<file path="config.mk">
export PLATFORM = sky130hd
export DESIGN_NAME = daily_step_history_logger_top
export DESIGN_NICKNAME = d
export VERILOG_FILES = /design/src/sv/dshl_pkg.sv /design/src/sv/daily_step_history_logger_top.sv /design/src/sv/dshl_hist_ram.sv
export SDC_FILE = /design/constraint.sdc
export NUM_CORES = 1
export LEC_CHECK = 0
export ABC_AREA = 0
export BUFFER_PORTS_ARGS = -buffer_cell sky130_fd_sc_hd__clkbuf_2
export CAP_MARGIN = 30
export CORE_ASPECT_RATIO = 0.8
export CORE_MARGIN = 2
export CORE_UTILIZATION = 55
export DETAILED_ROUTE_END_ITERATION = 6
export PLACE_DENSITY = 0.74
export SLEW_MARGIN = 10
export SYNTH_ARGS = -nofsm -noshare
export SYNTH_HDL_FRONTEND = slang
export SYNTH_HIERARCHICAL = 1
export SYNTH_SLANG_ARGS = --single-unit
export TNS_END_PERCENT = 20
</file>
<file path="constraint.sdc">
create_clock -name i_clk -period 7.05 [get_ports i_clk]
set_input_delay 1.41 -clock i_clk [delete_from_list [all_inputs] [get_ports i_clk]]
set_output_delay 1.41 -clock i_clk [all_outputs]
set_load 0.02 [all_outputs]
</file>
<file path="src/sv/dshl_pkg.sv">
// Shared types, constants and the CRC-8 byte step for the daily step history logger.
// No dependencies; the top level and the bench import this package.
package dshl_pkg;

    // Default number of days kept in the history
    localparam int HISTORY_DAYS_DEF = 7;

    // Field widths fixed by the interface
    localparam int IDX_W      = 6;
    localparam int THR_W      = 17;
    localparam int YEAR_W     = 12;

    // Reset value of the save throttle register, in seconds
    localparam logic [THR_W-1:0]  THROTTLE_RESET = 17'd300;

    // Calendar base year; stored years are offsets from it
    localparam logic [YEAR_W-1:0] YEAR_BASE = 12'd1970;

    // CRC-8 generator polynomial and top-bit mask
    localparam logic [7:0] CRC_POLY = 8'h07;
    localparam logic [7:0] CRC_MSB  = 8'h80;

    // Result status codes
    typedef enum logic [1:0] {
        STAT_NONE      = 2'd0,
        STAT_THROTTLED = 2'd1,
        STAT_ROLLOVER  = 2'd2,
        STAT_SAVE      = 2'd3
    } t_status;

    // Control sequencer states
    typedef enum logic [1:0] {
        ST_IDLE,
        ST_DECIDE,
        ST_PREP,
        ST_EMIT
    } t_state;

    // Fold one byte into a running CRC-8 (MSB first, no reflection)
    function automatic logic [7:0] crc8_byte(input logic [7:0] crc, input logic [7:0] b);
        logic [7:0] c;
        c = crc ^ b;
        for (int k = 0; k < 8; k++) begin
            if ((c & CRC_MSB) != 8'd0) begin
                c = (c << 1) ^ CRC_POLY;
            end else begin
                c = c << 1;
            end
        end
        return c;
    endfunction

endpackage

</file>
<file path="src/sv/daily_step_history_logger_top.sv">
// Top level of the daily step history logger: sequencer, state registers, record emitter.
// Depends on dshl_pkg and dshl_hist_ram.
//
//  channel   | direction | handshake                   | payload
//  ----------+-----------+-----------------------------+---------------------------------------
//  command   | in        | start, busy                 | i_op i_year i_month i_day
//            |           |                             | i_pedometer_count i_clock_seconds
//  result    | out       | o_strobe (one cycle each)   | o_status o_record_byte o_byte_index
//            |           |                             | o_ped_clear o_last
//  config    | in        | i_cfg_valid, o_cfg_ready    | i_cfg_data (save throttle seconds)
//
// An item that writes nothing, or a throttled save, holds busy high through the decide state and
// gives its single result in the following cycle. A write passes through the decide state and
// the prep (memory read) state, then sends one record byte per cycle, paced by the byte-serial
// CRC and the single history read port.
// Synchronous active-low reset empties the history and clears the control and architectural state; throttle is 300.
// The receiver cannot stall: every strobed result is taken in its cycle.
module daily_step_history_logger_top #(
    parameter int HISTORY_DAYS = dshl_pkg::HISTORY_DAYS_DEF
) (
    input  logic        i_clk,
    input  logic        i_rst_n,
    input  logic        start,
    output logic        busy,
    input  logic        i_op,
    input  logic [11:0] i_year,
    input  logic [3:0]  i_month,
    input  logic [4:0]  i_day,
    input  logic [31:0] i_pedometer_count,
    input  logic [31:0] i_clock_seconds,
    input  logic        i_cfg_valid,
    output logic        o_cfg_ready,
    input  logic [16:0] i_cfg_data,
    output logic        o_strobe,
    output logic [1:0]  o_status,
    output logic [7:0]  o_record_byte,
    output logic [5:0]  o_byte_index,
    output logic        o_ped_clear,
    output logic        o_last
);
    import dshl_pkg::*;

    localparam int AW         = (HISTORY_DAYS > 1) ? $clog2(HISTORY_DAYS) : 1;
    localparam int CW         = $clog2(HISTORY_DAYS + 1);
    localparam int HIST_BYTES = 4 * HISTORY_DAYS;

    localparam logic [IDX_W-1:0] IDX_TODAY = IDX_W'(HIST_BYTES);
    localparam logic [IDX_W-1:0] IDX_COUNT = IDX_W'(HIST_BYTES + 4);
    localparam logic [IDX_W-1:0] IDX_YEAR  = IDX_W'(HIST_BYTES + 5);
    localparam logic [IDX_W-1:0] IDX_MONTH = IDX_W'(HIST_BYTES + 6);
    localparam logic [IDX_W-1:0] IDX_DAY   = IDX_W'(HIST_BYTES + 7);
    localparam logic [IDX_W-1:0] IDX_CRC   = IDX_W'(HIST_BYTES + 8);
    localparam logic [AW-1:0]    HEAD_LAST = AW'(HISTORY_DAYS - 1);
    localparam logic [CW-1:0]    COUNT_FULL = CW'(HISTORY_DAYS);
    localparam logic [AW:0]      DEPTH_W   = (AW + 1)'(HISTORY_DAYS);

    // Sequencer
    t_state r_state, n_state;

    // Latched command item
    logic              r_op, n_op;
    logic [11:0]       r_year, n_year;
    logic [3:0]        r_month, n_month;
    logic [4:0]        r_day, n_day;
    logic [31:0]       r_steps, n_steps;
    logic [31:0]       r_now, n_now;

    // Architectural state outside the history memory
    logic [AW-1:0]     r_head, n_head;
    logic [CW-1:0]     r_hcount, n_hcount;
    logic [31:0]       r_today, n_today;
    logic [7:0]        r_sy, n_sy;
    logic [7:0]        r_sm, n_sm;
    logic [7:0]        r_sd, n_sd;
    logic [31:0]       r_last_save, n_last_save;
    logic [THR_W-1:0]  r_throttle;

    // Record emitter
    logic [IDX_W-1:0]  r_idx, n_idx;
    logic [7:0]        r_crc, n_crc;
    logic [31:0]       r_word, n_word;
    t_status           r_wstat, n_wstat;
    logic              r_pulse, n_pulse;

    // Result registers
    logic              r_strobe, n_strobe;
    t_status           r_o_status, n_o_status;
    logic [7:0]        r_o_byte, n_o_byte;
    logic [IDX_W-1:0]  r_o_index, n_o_index;
    logic              r_o_pr, n_o_pr;
    logic              r_o_last, n_o_last;

    // History memory port signals
    logic              mem_we;
    logic [AW-1:0]     mem_raddr;
    logic [31:0]       mem_rdata;

    // Decision terms
    logic [11:0]       year_ofs;
    logic [7:0]        year_st;
    logic              date_same, first_date, rollover, throttled;

    // Byte selection terms
    logic [3:0]        rd_word;
    logic [AW:0]       rd_sum;
    logic [31:0]       hist_word, sel_word, word_shift;
    logic [7:0]        cur_byte;

    dshl_hist_ram #(
        .DEPTH (HISTORY_DAYS),
        .AW    (AW)
    ) u_hist (
        .i_clk   (i_clk),
        .i_rst_n (i_rst_n),
        .i_we    (mem_we),
        .i_waddr (r_head),
        .i_wdata (r_steps),
        .i_raddr (mem_raddr),
        .o_rdata (mem_rdata)
    );

    // Classify the latched item
    always_comb begin
        year_ofs   = r_year - YEAR_BASE;
        year_st    = year_ofs[7:0];
        first_date = (r_sd == 8'd0);
        date_same  = (year_st == r_sy) && (8'(r_month) == r_sm) && (8'(r_day) == r_sd);
        rollover   = !r_op && !first_date && !date_same;
        throttled  = r_op && (r_last_save != 32'd0) && (r_now >= r_last_save)
                     && ((r_now - r_last_save) < 32'(r_throttle));
    end

    // Read the history oldest first: slot = head + word, wrapped at the depth
    always_comb begin
        rd_word   = (r_state == ST_PREP) ? 4'd0 : (r_idx[5:2] + 4'd1);
        rd_sum    = {1'b0, r_head} + (AW + 1)'(rd_word);
        if (rd_sum >= DEPTH_W) begin
            rd_sum = rd_sum - DEPTH_W;
        end
        mem_raddr = rd_sum[AW-1:0];
    end

    // Pick the record byte at the current index
    always_comb begin
        hist_word  = (r_idx[1:0] == 2'd0) ? mem_rdata : r_word;
        sel_word   = (r_idx < IDX_TODAY) ? hist_word : r_today;
        word_shift = sel_word >> {~r_idx[1:0], 3'b000};
        if (r_idx == IDX_COUNT) begin
            cur_byte = 8'(r_hcount);
        end else if (r_idx == IDX_YEAR) begin
            cur_byte = r_sy;
        end else if (r_idx == IDX_MONTH) begin
            cur_byte = r_sm;
        end else if (r_idx == IDX_DAY) begin
            cur_byte = r_sd;
        end else if (r_idx == IDX_CRC) begin
            cur_byte = r_crc;
        end else begin
            cur_byte = word_shift[7:0];
        end
    end

    // Next state
    always_comb begin
        n_state = r_state;
        case (r_state)
            ST_IDLE: begin
                if (start) begin
                    n_state = ST_DECIDE;
                end
            end
            ST_DECIDE: begin
                if (rollover || (r_op && !throttled)) begin
                    n_state = ST_PREP;
                end else begin
                    n_state = ST_IDLE;
                end
            end
            ST_PREP: begin
                n_state = ST_EMIT;
            end
            ST_EMIT: begin
                if (r_idx == IDX_CRC) begin
                    n_state = ST_IDLE;
                end
            end
            default: begin
                n_state = ST_IDLE;
            end
        endcase
    end

    // Datapath and result values
    always_comb begin
        n_op        = r_op;
        n_year      = r_year;
        n_month     = r_month;
        n_day       = r_day;
        n_steps     = r_steps;
        n_now       = r_now;
        n_head      = r_head;
        n_hcount    = r_hcount;
        n_today     = r_today;
        n_sy        = r_sy;
        n_sm        = r_sm;
        n_sd        = r_sd;
        n_last_save = r_last_save;
        n_idx       = r_idx;
        n_crc       = r_crc;
        n_word      = r_word;
        n_wstat     = r_wstat;
        n_pulse     = r_pulse;
        n_strobe    = 1'b0;
        n_o_status  = STAT_NONE;
        n_o_byte    = 8'd0;
        n_o_index   = '0;
        n_o_pr      = 1'b0;
        n_o_last    = 1'b0;
        mem_we      = 1'b0;
        case (r_state)
            ST_IDLE: begin
                // Capture the command item
                if (start) begin
                    n_op    = i_op;
                    n_year  = i_year;
                    n_month = i_month;
                    n_day   = i_day;
                    n_steps = i_pedometer_count;
                    n_now   = i_clock_seconds;
                end
            end
            ST_DECIDE: begin
                if (!r_op) begin
                    // Tick: copy the count and record the date
                    n_today = r_steps;
                    n_sy    = year_st;
                    n_sm    = 8'(r_month);
                    n_sd    = 8'(r_day);
                    if (rollover) begin
                        // Push today into the oldest slot and advance the ring
                        mem_we      = 1'b1;
                        n_head      = (r_head == HEAD_LAST) ? '0 : r_head + AW'(1);
                        n_hcount    = (r_hcount == COUNT_FULL) ? r_hcount
                                                               : r_hcount + CW'(1);
                        n_today     = 32'd0;
                        n_last_save = 32'd0;
                        n_wstat     = STAT_ROLLOVER;
                        n_pulse     = 1'b1;
                    end else begin
                        n_strobe = 1'b1;
                        n_o_last = 1'b1;
                    end
                end else if (throttled) begin
                    // Drop the save without touching state
                    n_strobe   = 1'b1;
                    n_o_status = STAT_THROTTLED;
                    n_o_last   = 1'b1;
                end else begin
                    n_today     = r_steps;
                    n_last_save = r_now;
                    n_wstat     = STAT_SAVE;
                    n_pulse     = 1'b0;
                end
            end
            ST_PREP: begin
                // First history word is being read
                n_idx = '0;
                n_crc = 8'd0;
            end
            ST_EMIT: begin
                // Send one record byte and fold it into the CRC
                n_strobe   = 1'b1;
                n_o_status = r_wstat;
                n_o_byte   = cur_byte;
                n_o_index  = r_idx;
                n_o_pr     = r_pulse && (r_idx == '0);
                n_o_last   = (r_idx == IDX_CRC);
                n_crc      = crc8_byte(r_crc, cur_byte);
                n_idx      = r_idx + IDX_W'(1);
                if (r_idx[1:0] == 2'd0) begin
                    n_word = mem_rdata;
                end
            end
            default: begin
                n_strobe = 1'b0;
            end
        endcase
    end

    // Control and architectural state
    always_ff @(posedge i_clk) begin
        if (!i_rst_n) begin
            r_state     <= ST_IDLE;
            r_head      <= '0;
            r_hcount    <= '0;
            r_today     <= 32'd0;
            r_sy        <= 8'd0;
            r_sm        <= 8'd0;
            r_sd        <= 8'd0;
            r_last_save <= 32'd0;
            r_throttle  <= THROTTLE_RESET;
            r_strobe    <= 1'b0;
        end else begin
            r_state     <= n_state;
            r_head      <= n_head;
            r_hcount    <= n_hcount;
            r_today     <= n_today;
            r_sy        <= n_sy;
            r_sm        <= n_sm;
            r_sd        <= n_sd;
            r_last_save <= n_last_save;
            r_strobe    <= n_strobe;
            if (i_cfg_valid && o_cfg_ready) begin
                r_throttle <= i_cfg_data;
            end
        end
    end

    // Payload registers
    always_ff @(posedge i_clk) begin
        r_op       <= n_op;
        r_year     <= n_year;
        r_month    <= n_month;
        r_day      <= n_day;
        r_steps    <= n_steps;
        r_now      <= n_now;
        r_idx      <= n_idx;
        r_crc      <= n_crc;
        r_word     <= n_word;
        r_wstat    <= n_wstat;
        r_pulse    <= n_pulse;
        r_o_status <= n_o_status;
        r_o_byte   <= n_o_byte;
        r_o_index  <= n_o_index;
        r_o_pr     <= n_o_pr;
        r_o_last   <= n_o_last;
    end

    assign busy          = (r_state != ST_IDLE);
    assign o_cfg_ready   = 1'b1;
    assign o_strobe      = r_strobe;
    assign o_status      = r_o_status;
    assign o_record_byte = r_o_byte;
    assign o_byte_index  = r_o_index;
    assign o_ped_clear   = r_o_pr;
    assign o_last        = r_o_last;

`ifndef NO_ASSERTIONS
    // A finished item is never followed directly by another result
    a_gap_after_last: assert property (@(posedge i_clk) disable iff (!i_rst_n)
        (o_strobe && o_last) |=> !o_strobe)
        else $error("result strobed right after a final result");

    // Record bytes come back to back with rising index
    a_record_contiguous: assert property (@(posedge i_clk) disable iff (!i_rst_n)
        (o_strobe && !o_last) |=> (o_strobe && (o_byte_index == $past(o_byte_index) + 6'd1)))
        else $error("record byte stream broken");

    // Pedometer clear only on the first byte of a rollover record
    a_pr_first_byte: assert property (@(posedge i_clk) disable iff (!i_rst_n)
        o_ped_clear |-> (o_strobe && (o_status == STAT_ROLLOVER) && (o_byte_index == 6'd0)))
        else $error("pedometer clear outside rollover first byte");

    // History fill count never passes the depth
    a_count_bound: assert property (@(posedge i_clk) disable iff (!i_rst_n)
        r_hcount <= COUNT_FULL)
        else $error("history count overflow");
`endif

endmodule

</file>
<file path="src/sv/dshl_hist_ram.sv">
// Day history store: one write port, one registered read port, one valid bit per entry.
// Standalone module; entries never written read back as zero.
module dshl_hist_ram #(
    parameter int DEPTH = 7,
    parameter int AW    = 3
) (
    input  logic          i_clk,
    input  logic          i_rst_n,
    input  logic          i_we,
    input  logic [AW-1:0] i_waddr,
    input  logic [31:0]   i_wdata,
    input  logic [AW-1:0] i_raddr,
    output logic [31:0]   o_rdata
);

    logic [31:0]      mem [DEPTH];
    logic [DEPTH-1:0] r_valid;
    logic [31:0]      r_rdata;

    // Write the entry; a read of it in the same cycle returns the old word
    always_ff @(posedge i_clk) begin
        if (i_we) begin
            mem[i_waddr] <= i_wdata;
        end
    end

    // Mark entries that hold a real day
    always_ff @(posedge i_clk) begin
        if (!i_rst_n) begin
            r_valid <= '0;
        end else if (i_we) begin
            r_valid[i_waddr] <= 1'b1;
        end
    end

    // Registered read; an unwritten entry reads as its reset value of zero
    always_ff @(posedge i_clk) begin
        r_rdata <= r_valid[i_raddr] ? mem[i_raddr] : 32'd0;
    end

    assign o_rdata = r_rdata;

endmodule

</file>
==> results of run 1 <==
## Yosys cell counts (8+ instances only)
cell      instances  area, um2
edfxtp_1        354      10630
o21ai_0          35      175.2
a211oi_2         32      400.4
nor3_1           18      90.09
mux2i_1         125       1251
nand4_1          14      87.58
buf_6            21      236.5
a21o_1           10      75.07
and3_1           10      62.56
clkbuf_1         45      168.9
nor2_1           87      326.6
buf_1             8      30.03
xor2_1           27      236.5
buf_4            11      82.58
a31oi_1           8      50.05
o22a_1           32      280.3
xnor2_1          46      402.9
mux4_2           16      360.4
o21a_1           15      112.6
ha_1             62      775.7
o21ai_1           8      40.04
a21oi_1          68      340.3
o211ai_1         44      330.3
o22ai_2          30      375.4
nand2b_1         41      256.5
nand3_1          48      240.2
dfxtp_1         164       3283
buf_2            16      80.08
mux2_2           65      732.0
nand2_1         152      570.6
nor4_1           11      68.82
inv_1            71      266.5
## final timing paths
path / start / endpoint / slack, ns / cells past startpoint
setup / recovery: r_now[0] / r_last_save[17] / 1.01 / 20
hold / removal: r_today[13] / r_today[13] / 0.47 / 2
setup reg to reg: r_now[0] / r_last_save[17] / 1.01 / 20
hold reg to reg: r_today[13] / r_today[13] / 0.47 / 2
## per-stage QoR
stage,cell area (um2),power (W)
after floorplan,23230,0.004349
after global placement,24240,0.004573
after detailed placement,24270,0.004611
after CTS,25990,0.007396
after global routing,26020,0.007631
final,26020,0.007368
## tightest hold or removal path, delay by kind of cell, from the launching register on
| kind | cells | cell delay [ns] |
|---|---|---|
| DFF | 1 | 0.31 |
| muxes | 1 | 0.05 |
| and+or+nand+nor | 1 | 0.05 |
## registers in the layout (all words and copies together), names as in the netlist, 17 cells and up, named ones only
name / count
r_last_save: 32
r_now: 32
r_steps: 32
r_throttle: 17
r_today: 32
r_word: 32
u_hist/mem: 224
u_hist/o_rdata: 32
## routing by layer
metal,part of all wire,wire (um),vias to the layer above,GRT usage
li1,-,-,6840,-
met1,0.46,24530,7352,0.3578
met2,0.46,24610,443,0.3811
met3,0.055,2943,84,0.03786
met4,0.022,1190,0,0.06840
met5,0,0,-,0
## layout make-up
cell class | count | area [um2]
clock buffer | 69 | 1435
clock inverter | 24 | 289.0
fill | 3205 | 15730
inverter | 73 | 274.0
multi-input combinational | 1098 | 8562
sequential | 518 | 13910
tap | 552 | 690.7
timing repair buffer | 149 | 850.8
## kinds of logic (layout without fill, tap and decap cells)
kind of cell    Yosys count  in the layout  synth area share
other cells               1              1         0.0001614
buf+inv                 174            315           0.03753
fa+ha+maj                64             64           0.03511
xor+xnor                 74             74           0.02849
flops                   518            518            0.5988
mux                     206            206            0.1009
compound gates          336            336            0.1142
simple gates            417            417           0.08487
## power by group through the flow
stage / combinational [W] / clock [W] / sequential (W)
5_1_grt: 0.00120 / 0.00296 / 0.00348
6_report: 0.00110 / 0.00280 / 0.00347
3_5_place_dp: 0.00108 / 0 / 0.00353
4_1_cts: 0.00109 / 0.00284 / 0.00346
3_3_place_gp: 0.00105 / 0 / 0.00352
2_1_floorplan: 0.000853 / 0 / 0.00350
==> summary.txt, run 1 <==
Status
  – Status: complete, no violations

Route
  – DRC viols: 0
  – Vias: 14,720
  – Routed len/inst: 21.45 um
  – Final WL: 53.27 mm
  – Vias per Instance: 5.928
  – 1st-iter DRT viols: 1,331
  – Routed Antenna Nets: 0
  – First-pass detailed-route iteration total: 6

Synth
  – Main flop type after synthesis: edfxtp_1
  – Ys async rst share: 0
  – Post-synthesis sequential area ratio: 0.5988
  – Synth Area per Inst: 12.98 um2
  – Post-synth EDFFs: 354
  – Gate Count Post-Synth: 1,790
  – Post-synthesis cell area: 23,230 um2
  – Post-synth cell types: 77
  – Mapped Nets: 1,961
  – #FFs+latches synth: 518
  – Synth warn: 6

Power and ir drop
  – Power share of the clock group: 0.380
  – Switch share: 0.2583
  – Pwr Density: 283.2 nW/um2
  – Leakage: 9.455 nW
  – Pint: 0.005465 W
  – Sequential power share: 0.470
  – NetSw: 0.001903 W
  – Worst IR Drop VDD: 0.0001960 V
  – Combinational fraction of design power: 0.150

Placement
  – Cells after DPL: 2,389
  – Port Buffers: 122
  – DPL Wire Length: 34.06 mm
  – DP Worst Slack: 0.9974 ns
  – Final GP Congestion: 0.8619

Setup path
  – CP Launch Type: flop
  – Worst setup EP type: flop
  – Arrival @ worst endpoint: 6.51 ns
  – CP bufs+invs: 2
  – Largest fanout on the critical path: 18
  – CP Cell Sequence: inv_1 > ha_1 > fa_1 > nand2b_1 > a21o_1 > a31oi_2 > a221oi_4 > o21bai_1 > a21oi_1 > xnor2_1 > ha_1 > a2111oi_0 > o2111ai_1 > or4_1 > a2111oi_0 > and3_1 > nand4b_2 > o21ai_4 > buf_4 > o22ai_2
  – Critical Path Max Stage Delay: 0.65 ns
  – Crit Path Category: reg2reg
  – Required @ worst endpoint: 7.52 ns
  – Critical path's slowest cell: o21ai_4
  – Worst path top cell family by delay: compound AO/OA/AOI/OAI gates

Clocking
  – CTS buffer count: 50
  – H-tree depth: 2
  – Clock-pin slew on the worst setup and hold paths: 0.06 ns
  – CTS tree: yes
  – CTS resizes: 0
  – Post-CTS setup buffer count: 0
  – CTS Hold Bufs: 0
  – Root buffer cell: clkbuf_16
  – Max clock buf depth: 3
  – Worst-skew pair later-pin latency: 0.61 ns
  – CTS sink count: 518

Final layout
  – Commonest non-fill, non-tap cell in the layout: edfxtp_1
  – Fin nets: 2,061
  – Number of diodes: 0
  – Finished Core Util: 0.6231
  – Share of cells above drive strength 1: 0.2056
  – Most frequent cells in the layout: edfxtp_1 (354), dfxtp_1 (164), nand2_1 (152)
  – Area grow syn2layout: 11.97%
  – Post-Layout Cell Count: 2,483

Timing
  – Setup Skew: 0.02568 ns
  – Max frequency: 165.5 MHz
  – Final Hold Fails: 0
  – Setup Viol. Count Final: 0
  – Tmin final: 6.043 ns
  – Rel. slew slack: 0.3719
  – Min Hold Slack: 0.4655 ns
  – Setup WS post-layout: 1.007 ns
  – RSZ-0062 raised after global routing: false
  – Worst Tran Pin Value: 0.9406 ns
  – Slew Viols, Final: 0
  – Final period util: 0.8571
  – Setup TNS: 0 ns

Floorplanning
  – Std cell rows: 67
  – Die width: 233.8 um
  – Num ports: 128
  – Core box area: 41,750 um2
  – Die area: 43,910 um2
  – Initial Util: 0.5566
  – DIE HEIGHT: 187.8 um

Min path
  – Hold crit path type: reg2reg

Run
  – Max-cap violations: 0

Global route
  – Tot GR Track Use: 0.2448
  – Overflow after GRT: 0
  – Initial antenna violation count: 0
  – Vias in the first global route: 14,500
  – First-pass GRT wire length: 82.72 mm
  – Pin count of the biggest net entering global routing: 87
Power figures use the tool's default switching activity.
==> inputs of run 2 (changes only) <==
==> constraint.sdc (replaced) <==
create_clock -name i_clk -period 7.6 [get_ports i_clk]
set_input_delay 1.52 -clock i_clk [delete_from_list [all_inputs] [get_ports i_clk]]
set_output_delay 1.52 -clock i_clk [all_outputs]
set_load 0.02 [all_outputs]
==> run 2 against run 1 <==
Net effect: critical path depth is the same; clock power fell by 11%; maximum frequency fell by 4.0%; cell count is essentially flat; routed wire length increased by 1.2%; sequential share of layout area grew 0.17 points; combinational power shrank 6%; via count is essentially flat; global-route usage up 0.31 points.
==> summary.txt, run 2 (synthesized netlist as in run 1, its figures left out) <==
Status
  – Status: complete, no violations (unchanged)

Final layout
  – Commonest non-fill, non-tap cell in the layout: edfxtp_1 (unchanged)
  – Most frequent cells in the layout: edfxtp_1 (354), dfxtp_1 (164), nand2_1 (152) (unchanged)
  – Max reg flops: 224 (unchanged)
  – Fin nets: 2,059 (was 2,061)
  – Share of cells above drive strength 1: 0.2058 (was 0.2056)
  – Post-Layout Cell Count: 2,482 (was 2,483)
  – Top reg by flops: u_hist/mem (unchanged)
  – Finished Core Util: 0.6211 (was 0.6231)
  – Area grow syn2layout: 11.60% (was 11.97%)

Power and ir drop
  – Leakage: 9.403 nW (was 9.455 nW)
  – Pwr Density: 259.5 nW/um2 (was 283.2 nW/um2)
  – Worst IR Drop VDD: 0.0001890 V (was 0.0001960 V)
  – Overall Power: 0.006728 W (was 0.007368 W)

Timing
  – Final period util: 0.8281 (was 0.8571)
  – Setup Skew: 0.02314 ns (was 0.02568 ns)
  – Final Hold Fails: 0 (unchanged)
  – Rel. slew slack: 0.3445 (was 0.3719)
  – Worst Tran Pin Value: 0.9832 ns (was 0.9406 ns)
  – Max frequency: 158.9 MHz (was 165.5 MHz)
  – Setup TNS: 0 ns (unchanged)
  – RSZ-0062 raised after global routing: false (unchanged)
  – Setup Viol. Count Final: 0 (unchanged)
  – Tmin final: 6.294 ns (was 6.043 ns)
  – Setup WS post-layout: 1.306 ns (was 1.007 ns)
  – Slew Viols, Final: 0 (unchanged)

Route
  – Routed len/inst: 21.72 um (was 21.45 um)
  – DRC viols: 0 (unchanged)
  – Vias: 14,730 (was 14,720)
  – Vias per Instance: 5.934 (was 5.928)
  – 1st-iter DRT viols: 1,459 (was 1,331)
  – First-pass detailed-route iteration total: 5 (was 6)
  – Routed Antenna Nets: 0 (unchanged)
  – Final WL: 53.91 mm (was 53.27 mm)

Clocking
  – Clock-pin slew on the worst setup and hold paths: 0.06 ns (about the same)
  – CTS Hold Bufs: 0 (unchanged)
  – Worst-skew pair later-pin latency: 0.60 ns (was 0.61 ns)
  – Post-CTS setup buffer count: 0 (unchanged)
  – Max clock buf depth: 3 (unchanged)
  – CTS resizes: 0 (unchanged)
  – H-tree depth: 2 (unchanged)
  – CTS buffer count: 50 (unchanged)
  – CTS tree: yes (unchanged)
  – CTS sink count: 518 (unchanged)
  – Root buffer cell: clkbuf_16 (unchanged)

Placement
  – Final GP Congestion: 0.8971 (was 0.8619)
  – Port Buffers: 122 (unchanged)
  – Cells after DPL: 2,385 (was 2,389)
  – DPL Wire Length: 34.16 mm (was 34.06 mm)
  – DP Worst Slack: 1.420 ns (was 0.9974 ns)

Global route
  – Tot GR Track Use: 0.2479 (was 0.2448)
  – Pin count of the biggest net entering global routing: 85 (was 87)
  – Initial antenna violation count: 1 (was 0)
  – Overflow after GRT: 0 (unchanged)
  – First-pass GRT wire length: 83.86 mm (was 82.72 mm)
  – Vias in the first global route: 15,000 (was 14,500)

Floorplanning
  – Core box area: 41,750 um2 (unchanged)
  – Die width: 233.8 um (unchanged)
  – Std cell rows: 67 (unchanged)
  – Initial Util: 0.5566 (unchanged)
  – DIE HEIGHT: 187.8 um (unchanged)
  – Die area: 43,910 um2 (unchanged)
  – Num ports: 128 (unchanged)

Setup path
  – Critical Path Source: r_now[0] (unchanged)
  – Arrival @ worst endpoint: 6.81 ns (was 6.51 ns)
  – CP Cell Sequence: inv_1 > ha_1 > fa_1 > nand2b_1 > a21o_1 > a31oi_2 > a221oi_4 > o21bai_1 > a21oi_1 > xnor2_1 > ha_1 > a2111oi_0 > o2111ai_1 > or4_1 > a2111oi_0 > and3_1 > nand4b_2 > o21ai_4 > buf_12 > mux2i_1 (was inv_1 > ha_1 > fa_1 > nand2b_1 > a21o_1 > a31oi_2 > a221oi_4 > o21bai_1 > a21oi_1 > xnor2_1 > ha_1 > a2111oi_0 > o2111ai_1 > or4_1 > a2111oi_0 > and3_1 > nand4b_2 > o21ai_4 > buf_4 > o22ai_2)
  – Critical Path Max Stage Delay: 0.74 ns (was 0.65 ns)
  – CP Launch Type: flop (unchanged)
  – CP bufs+invs: 2 (unchanged)
  – Worst setup EP type: flop (unchanged)
  – Largest fanout on the critical path: 48 (was 18)
  – Worst path top cell family by delay: compound AO/OA/AOI/OAI gates (unchanged)
  – R2r startpoint: r_now[0] (unchanged)
  – Required @ worst endpoint: 8.11 ns (was 7.52 ns)
  – Critical path's slowest cell: o21ai_4 (unchanged)
  – Crit Path Category: reg2reg (unchanged)

Min path
  – Hold crit path type: reg2reg (unchanged)
  – Hold_sp: r_today[11] (was r_today[13])

Run
  – Max-cap violations: 0 (unchanged)
## run 2: cell count changes in the layout (fill, tap and decap cells not counted), moves of 2 or more
cell        before  now
clkinv_1         9    3
clkbuf_1        10   14
clkinv_2         3    7
buf_4           24   21
bufinv_16        6    3
clkinv_4         0    2
clkinvlp_4       1    3
inv_4            2    0
## run 2: layout make-up
class / instances / area [um2]
fill: 3195 / 15820
sequential: 518 / 13910
multi-input combinational: 1098 / 8557
clock buffer: 73 / 1439
timing repair buffer: 147 / 839.6
tap: 552 / 690.7
inverter: 73 / 274.0
clock inverter: 20 / 215.2
antenna: 1 / 2.502
## run 2: metal layers
layer / share of wire / GRT usage / wire (um) / vias up
met4: 0.025 / 0.07644 / 1331 / 0
met2: 0.45 / 0.3798 / 24390 / 503
li1: - / - / - / 6844
met5: 0 / 0 / 0 / -
met1: 0.45 / 0.3613 / 24360 / 7287
met3: 0.071 / 0.04380 / 3820 / 94
## run 2: power breakdown
part	internal (W)	leakage, nW	switching (W)	total, W
Sequential	0.00314	4.57	0.0000798	0.00322
Clock	0.00142	0.802	0.00106	0.00248
Combinational	0.000403	4.03	0.000625	0.00103
## run 2: final timing paths
check             cells after the start  slack [ns]          end
setup reg to reg                     20        1.31   r_today[5]
hold / removal                        2        0.46  r_today[11]
hold reg to reg                       2        0.46  r_today[11]
setup / recovery                     20        1.31   r_today[5]
## run 2: worst reg2reg max path, delay by kind of cell, from the launching register on
| kind | cells | cell delay [ns] |
|---|---|---|
| multiplexers | 1 | 0.30 |
| buffers and inverters | 2 | 0.48 |
| flip-flops | 1 | 0.35 |
| AO/OA/AOI/OAI | 9 | 2.69 |
| XOR/XNOR | 1 | 0.32 |
| adder cells (fa/ha/maj) | 3 | 0.94 |
| AND/OR/NAND/NOR | 4 | 1.15 |
## run 2: stage by stage
step	area [um2]	hold WS, ns
floorplan	23230	0.4277
global placement	24220	0.4444
detailed placement	24220	0.4525
CTS	25880	0.4628
global route	25930	0.4787
finish	25930	0.4621
